`src/hw/rtl/hss_pkg.sv`:
```
// Shared types and constants of the heightmap slope stencil.
`timescale 1ns / 1ps
`default_nettype none

package hss_pkg;

	localparam int GRID_MAX = 1024;
	localparam int COL_W    = $clog2(GRID_MAX);
	localparam int CFG_W    = 11;
	localparam int SAMP_W   = 20;
	localparam int ELEV_W   = SAMP_W + 1;
	localparam int DIFF_W   = ELEV_W + 1;
	localparam int SQ_W     = 2 * DIFF_W - 1;
	localparam int SUM_W    = SQ_W + 1;
	localparam int FLAT_W   = 17;

	// floor(S / 40000) = floor((S >> 6) / 625); the quotient by 625 is a
	// reciprocal multiply that is exact for any dividend below 2^26.
	localparam int QIN_LO      = 6;
	localparam int QIN_W       = 26;
	localparam int RECIP_W     = 27;
	localparam int RECIP_SHIFT = 36;
	localparam int PROD_W      = QIN_W + RECIP_W;

	localparam logic [SUM_W-1:0]   SLOPE_SAT = SUM_W'(64'd2621440000);
	localparam logic [RECIP_W-1:0] RECIP     = RECIP_W'(64'd109951163);
	localparam logic [FLAT_W-1:0]  FLAT_ONE  = FLAT_W'(65536);

	// Tag that travels with a result through the pipeline.
	typedef struct packed {
		logic [COL_W-1:0] row;
		logic [COL_W-1:0] col;
		logic             last;
	} tag_t;

	// One result request: its tag and the two central differences.
	typedef struct packed {
		tag_t                     tag;
		logic signed [DIFF_W-1:0] dv;
		logic signed [DIFF_W-1:0] dh;
	} job_t;

	// Finished result.
	typedef struct packed {
		tag_t              tag;
		logic [FLAT_W-1:0] flatness;
	} res_t;

endpackage

`default_nettype wire

```
`src/hw/rtl/hss_flat_pipe.sv`:
```
// Five-stage squaring, scaling and clamping pipeline with a per-stage ready chain.
`timescale 1ns / 1ps
`default_nettype none

module hss_flat_pipe (
	input  wire logic          clk,
	input  wire logic          arst_n,
	input  wire logic          job_valid,
	output logic               job_ready,
	input  wire hss_pkg::job_t job,
	output logic               res_valid,
	input  wire logic          res_ready,
	output hss_pkg::res_t      res
);
	import hss_pkg::*;

	logic v_s1, v_s2, v_s3, v_s4, v_s5;
	logic rdy_s1, rdy_s2, rdy_s3, rdy_s4, rdy_s5;

	job_t              job_s1;
	tag_t              tag_s2, tag_s3, tag_s4;
	logic [SQ_W-1:0]   sq_v_s2, sq_h_s2;
	logic              sat_s3, sat_s4;
	logic [QIN_W-1:0]  qin_s3;
	logic [FLAT_W-1:0] quo_s4;
	res_t              res_s5;

	logic signed [2*DIFF_W-1:0] sq_v_full, sq_h_full;
	logic [SUM_W-1:0]           sum;
	logic [PROD_W-1:0]          prod;

	// A stage takes new data when it is empty or its successor moves on.
	assign rdy_s5    = !v_s5 || res_ready;
	assign rdy_s4    = !v_s4 || rdy_s5;
	assign rdy_s3    = !v_s3 || rdy_s4;
	assign rdy_s2    = !v_s2 || rdy_s3;
	assign rdy_s1    = !v_s1 || rdy_s2;
	assign job_ready = rdy_s1;

	assign sq_v_full = job_s1.dv * job_s1.dv;
	assign sq_h_full = job_s1.dh * job_s1.dh;
	assign sum       = {1'b0, sq_v_s2} + {1'b0, sq_h_s2};
	assign prod      = PROD_W'(qin_s3) * PROD_W'(RECIP);

	always_ff @(posedge clk or negedge arst_n) begin
		if (!arst_n) begin
			v_s1 <= 1'b0;
			v_s2 <= 1'b0;
			v_s3 <= 1'b0;
			v_s4 <= 1'b0;
			v_s5 <= 1'b0;
		end else begin
			if (rdy_s1) v_s1 <= job_valid;
			if (rdy_s2) v_s2 <= v_s1;
			if (rdy_s3) v_s3 <= v_s2;
			if (rdy_s4) v_s4 <= v_s3;
			if (rdy_s5) v_s5 <= v_s4;
		end
	end

	always_ff @(posedge clk) begin
		if (rdy_s1 && job_valid) begin
			job_s1 <= job;
		end
		if (rdy_s2 && v_s1) begin
			tag_s2  <= job_s1.tag;
			sq_v_s2 <= sq_v_full[SQ_W-1:0];
			sq_h_s2 <= sq_h_full[SQ_W-1:0];
		end
		if (rdy_s3 && v_s2) begin
			tag_s3 <= tag_s2;
			sat_s3 <= (sum >= SLOPE_SAT);
			qin_s3 <= sum[QIN_LO +: QIN_W];
		end
		if (rdy_s4 && v_s3) begin
			tag_s4 <= tag_s3;
			sat_s4 <= sat_s3;
			quo_s4 <= prod[RECIP_SHIFT +: FLAT_W];
		end
		if (rdy_s5 && v_s4) begin
			res_s5.tag      <= tag_s4;
			res_s5.flatness <= sat_s4 ? '0 : FLAT_ONE - quo_s4;
		end
	end

	assign res_valid = v_s5;
	assign res       = res_s5;

endmodule

`default_nettype wire

```
`config.mk`:
```
export PLATFORM = sky130hd
export DESIGN_NAME = hss_flat_pipe
export DESIGN_NICKNAME = d
export VERILOG_FILES = /design/src/hw/rtl/hss_pkg.sv /design/src/hw/rtl/hss_flat_pipe.sv
export SDC_FILE = /design/constraint.sdc
export NUM_CORES = 2
export LEC_CHECK = 0
export BUFFER_PORTS_ARGS = -buffer_cell sky130_fd_sc_hd__buf_2
export CORE_ASPECT_RATIO = 0.75
export CORE_MARGIN = 2
export CORE_UTILIZATION = 45
export DETAILED_ROUTE_END_ITERATION = 8
export GPL_ROUTABILITY_DRIVEN = 0
export PLACE_DENSITY = 0.65
export SKIP_CTS_REPAIR_TIMING = 1
export SLEW_MARGIN = 25
export SYNTH_ARGS = -nofsm -noshare
export SYNTH_HDL_FRONTEND = slang
export SYNTH_SLANG_ARGS = --single-unit
```
`constraint.sdc`:
```
create_clock -name clk -period 7 [get_ports clk]
set_clock_uncertainty 0.05 [all_clocks]
set_input_delay 1.4 -clock clk [delete_from_list [all_inputs] [get_ports clk]]
set_output_delay 1.4 -clock clk [all_outputs]
set_load 0.05 [all_outputs]
```
* After elaboration in Yosys (flattened, before gate mapping) *
Cells that the tools add are included.

cells by class
  add/sub/neg operators = 2
  $mul = 3
  $lt $le $gt $ge = 1
  reductions and logical operators = 15

operators with widths
  operator                  number
  $mul A22 B22 Y43          2
  $mul A26 B27 Y53 const B  1
  $add A43 B43 Y44          1
  $ge A44 B32 Y1 const B    1
  $sub A17 B17 Y17 const A  1
  $logic_and A1 B1 Y1       5
  $logic_not A1 Y1          5
  $logic_or A1 B1 Y1        5

word-level totals
  flip-flop bits (word level) = 302
  bits of input ports = 69
  output and inout bits = 40
  logic and storage cells = 50

* Longest topological paths before layout *
  word-level depth = 7
  mapped depth = 28
  mapped depth without buffers = 26

* Worst setup path after synthesis *
No wires, ideal clock.

  path kind = reg2reg
  from = register job_s1[24] (netlist bit)
  to = register sq_v_s2[42] (data pin)
  setup time = 0.260 ns
  arrival time = 6.935 ns
  data required time = 6.690 ns
  slack = -0.245 ns
  stages on the path, launching flop included = 26
  path buffers = 2
  period minus slack after synthesis = 7.245 ns
  cells stage by stage = edfxtp_1 > clkbuf_1 > clkbuf_1 > nand2_1 > fa_1 > inv_1 > fa_1 > inv_1 > fa_1 > inv_1 > fa_1 > fa_1 > fa_1 > inv_1 > fa_1 > inv_1 > ha_1 > nand2_1 > or3_1 > o311a_1 > o221ai_2 > a21oi_2 > o31a_1 > o31ai_2 > o21ai_1 > xnor2_1

between the ends
  longest elaborated chain between the ends = 1

ends and longest elaborated chain
  what                    RTL line             text
  from (decl)             hss_flat_pipe.sv:20  job_t job_s1;
  from (signal assigned)  hss_flat_pipe.sv:63  job_s1 <= job;
  $mul A22 B22 Y43        hss_flat_pipe.sv:40  assign sq_v_full = job_s1.dv * job_s1.dv;
  net sq_v_full[42]       hss_flat_pipe.sv:28  logic signed [2*DIFF_W-1:0] sq_v_full, sq_h_full;
  to (signal assigned)    hss_flat_pipe.sv:67  sq_v_s2 <= sq_v_full[SQ_W-1:0];
  to (decl)               hss_flat_pipe.sv:22  logic [SQ_W-1:0] sq_v_s2, sq_h_s2;

The timed path passes the listed nets, and every way through them passes these cells.
A chain may end at the register's enable or synchronous reset.

* Worst setup path in the final report *
  from = register job_s1[3] (netlist bit)
  to = register sq_h_s2[41] (data pin)

between the ends
  longest elaborated chain between the ends = 1

ends and longest elaborated chain
  what                  RTL line             text
  $mul A22 B22 Y43      hss_flat_pipe.sv:41  assign sq_h_full = job_s1.dh * job_s1.dh;
  net sq_h_full[41]     hss_flat_pipe.sv:28
  to (signal assigned)  hss_flat_pipe.sv:68  sq_h_s2 <= sq_h_full[SQ_W-1:0];
  to (decl)             hss_flat_pipe.sv:22

The timed path passes the listed nets, and every way through them passes these cells.

==> results.txt <==
FF+latch area: 8920 sq um
Startpoint types: flop
Clk Latency, worst-skew pair: 0.58 ns
Share of the synthesized area in the top cell type: 43.4%
Post-layout nets: 7,692
Die Area: 125,000 sq um
M1 GR Usage: 29.9%
Global route hottest layer: met2
Reg2Reg Launch Point: job_s1[3]
Count of unique library cells instantiated by Yosys: 74
Setup WS post-layout: -0.107 ns
Met3 usage: 5.78%
Fill cells: 10,700
Final min period: 7.11 ns
Critical path endpoint category: flop
Post-synth EDFFs: 293
DRT antenna net count: 0
Type of the worst setup path: reg -> reg
Sequential-to-total area share from yosys stat: 16.2%
F_max: 141 MHz
Yosys warning count: 0
DR vias/cell: 4.87
Area growth, synth to finish: 16.8%
Reg2Reg Setup Slack: -0.11 ns
Status: complete, but fails checks
CTS Buf Count: 36
CTS tree: built
# rows: 111
Worst setup path end: sq_h_s2[41]
Post-synth top flop: edfxtp_1
Detailed placement HPWL: 112 mm
Failing checks: negative setup slack
Via Count: 36,500
Worst slew slack as a fraction of its limit: 37.3%
R2r worst-path depth: 25
Largest net degree at the start of global routing: 83
Chip Width: 408 um
Final setup viols: 3
RSZ-0062 raised after global routing: yes
Post-Syn Nets: 7,126
Worst EP arrival: 7.35 ns
First-pass iteration count of the detailed router: 6
Reg clk slew, reported paths: 0.07 ns
Slew @ Worst Pin: 0.941 ns
Hold slack: 0.361 ns
Number of I/O pins: 109
CTS Buffer Depth: 3
Syn avg cell area: 10.4 sq um
Gr usage total: 21.4%
Global-route wire length before repair: 210 mm
Commonest non-fill, non-tap cells in the layout: inv_1 (1,620), fa_1 (1,144), ha_1 (550)
Synthesized area: 55,000 sq um
Layout cell share with drive strength beyond 1: 17.1%
DRC: 0
Overflow after GRT: 0
Max_cap viols: 0
Worst r2r dst: sq_h_s2[41]
Endpoints failing hold: 0
Top cells by area, synth: fa_1 (43%), edfxtp_1 (16%), ha_1 (13%), inv_1 (11%), nand2_1 (2.5%)
Final cycle utilization of the critical path: 102%
Iteration-0 DRC Markers: 2,216
Multi-input logic area: 40,800 sq um
H-tree depth: 2
Initial Util: 45.2%
CP Max Fanout: 4
Routed WL: 131 mm
Port Buffers: 108
#FFs+latches synth: 298
Final Max Tran Viols: 0
Crit path from: job_s1[3]
Die height: 307 um
Area leader, netlist: fa_1
Required time worst endpoint: 7.24 ns
Root Buffer: clkbuf_16
Initial antenna violation count: 4
CTS Sinks: 298
Most common cell after layout, fill and taps aside: inv_1
Routed len/inst: 17.5 um
Core area: 122,000 sq um
Worst hold path type: reg -> reg
Mapped Cells: 5,272
Asr flop ratio synth: 1.68%
GRT met2 Usage: 33.9%
Vias in the first global route: 39,400
-- worst min path at each step --
stage,from,to,slack [ns],cells past startpoint
3_3_place_gp,tag_s2[0],tag_s3[0],0.35,0
2_1_floorplan,tag_s4[0],res[17],0.35,0
3_5_place_dp,tag_s4[6],res[23],0.35,0
5_1_grt,tag_s3[5],tag_s4[5],0.37,0
4_1_cts,tag_s4[6],res[23],0.36,0
6_report,tag_s4[6],res[23],0.36,0
-- metal layers --
metal / vias to the layer above / wire, um
li1: 16800 / -
met1: 18500 / 58300
met2: 1008 / 59900
met3: 172 / 10800
met4: 6 / 2320
met5: - / 29
-- cell usage after synthesis (47+ instances only) --
cell / count
fa_1: 1193
clkbuf_1: 90
ha_1: 592
xnor2_1: 134
and2_1: 132
xor2_1: 54
nand2_1: 373
nor2_1: 182
edfxtp_1: 293
inv_1: 1671
o21ai_0: 59
a21oi_1: 109
a21o_1: 47
-- critical path, stage by stage (launching register included) --
cell,delay [ns]
edfxtp_1,0.43
buf_6,0.17
buf_6,0.13
and2_4,0.15
fa_1,0.49
fa_1,0.57
inv_2,0.05
fa_1,0.55
inv_2,0.04
fa_1,0.51
fa_1,0.43
fa_1,0.50
inv_1,0.05
fa_1,0.49
inv_2,0.05
ha_4,0.21
nor2b_1,0.12
a311o_1,0.37
o2bb2ai_4,0.15
a31oi_2,0.16
buf_4,0.17
o2111a_2,0.26
o31ai_4,0.10
o21a_1,0.22
o211ai_1,0.25
xnor2_2,0.15
-- state kept, by name, summed over array words and instances (netlist names) --
| register | cells |
|---|---|
| tag_s4 | 21 |
| v_s1 | 1 |
| sat_s4 | 1 |
| v_s2 | 1 |
| quo_s4 | 17 |
| tag_s2 | 21 |
| sat_s3 | 1 |
| qin_s3 | 26 |
| v_s4 | 1 |
| res_valid | 1 |
| job_s1 | 65 |
| sq_h_s2 | 41 |
| sq_v_s2 | 41 |
| res | 38 |
| v_s3 | 1 |
| tag_s3 | 21 |
-- final cells by class --
type,instances,area share [%]
sequential,298,13.9
antenna,2,0.00779
clock buffer,40,1.44
clock inverter,22,0.434
inverter,1672,9.79
timing repair buffer,626,7.76
tap,1638,3.19
multi-input combinational,3204,63.5
-- through the flow --
| step | util (%) | std cells | cell area, sq um | worst slack, ns | setup TNS [ns] |
|---|---|---|---|---|---|
| after CTS | 50.6 | 7378 | 61500 | -0.495 | -4.44 |
| after detailed placement | 49.6 | 7316 | 60300 | -0.430 | -3.80 |
| after global placement | 49.6 | 7316 | 60300 | -0.328 | -2.83 |
| after floorplan | - | 5272 | 55000 | -0.00661 | -0.00661 |
| final | 52.8 | 7502 | 64200 | -0.107 | -0.229 |
| after global routing | 52.8 | 7500 | 64200 | -0.336 | -2.22 |
-- kinds of logic after synthesis --
| logic type | Yosys count | synth area share (%) |
|---|---|---|
| compound gates | 371 | 4.47 |
| fa+ha+maj | 1785 | 56.9 |
| simple gates | 851 | 7.13 |
| flops | 298 | 16.2 |
| mux | 9 | 0.168 |
| xor+xnor | 188 | 3.00 |
| buf+inv | 1770 | 12.1 |
Power is left out: the tool's default activity adds up to more than one toggle a clock period on the data nets, which glitch-free logic cannot reach.
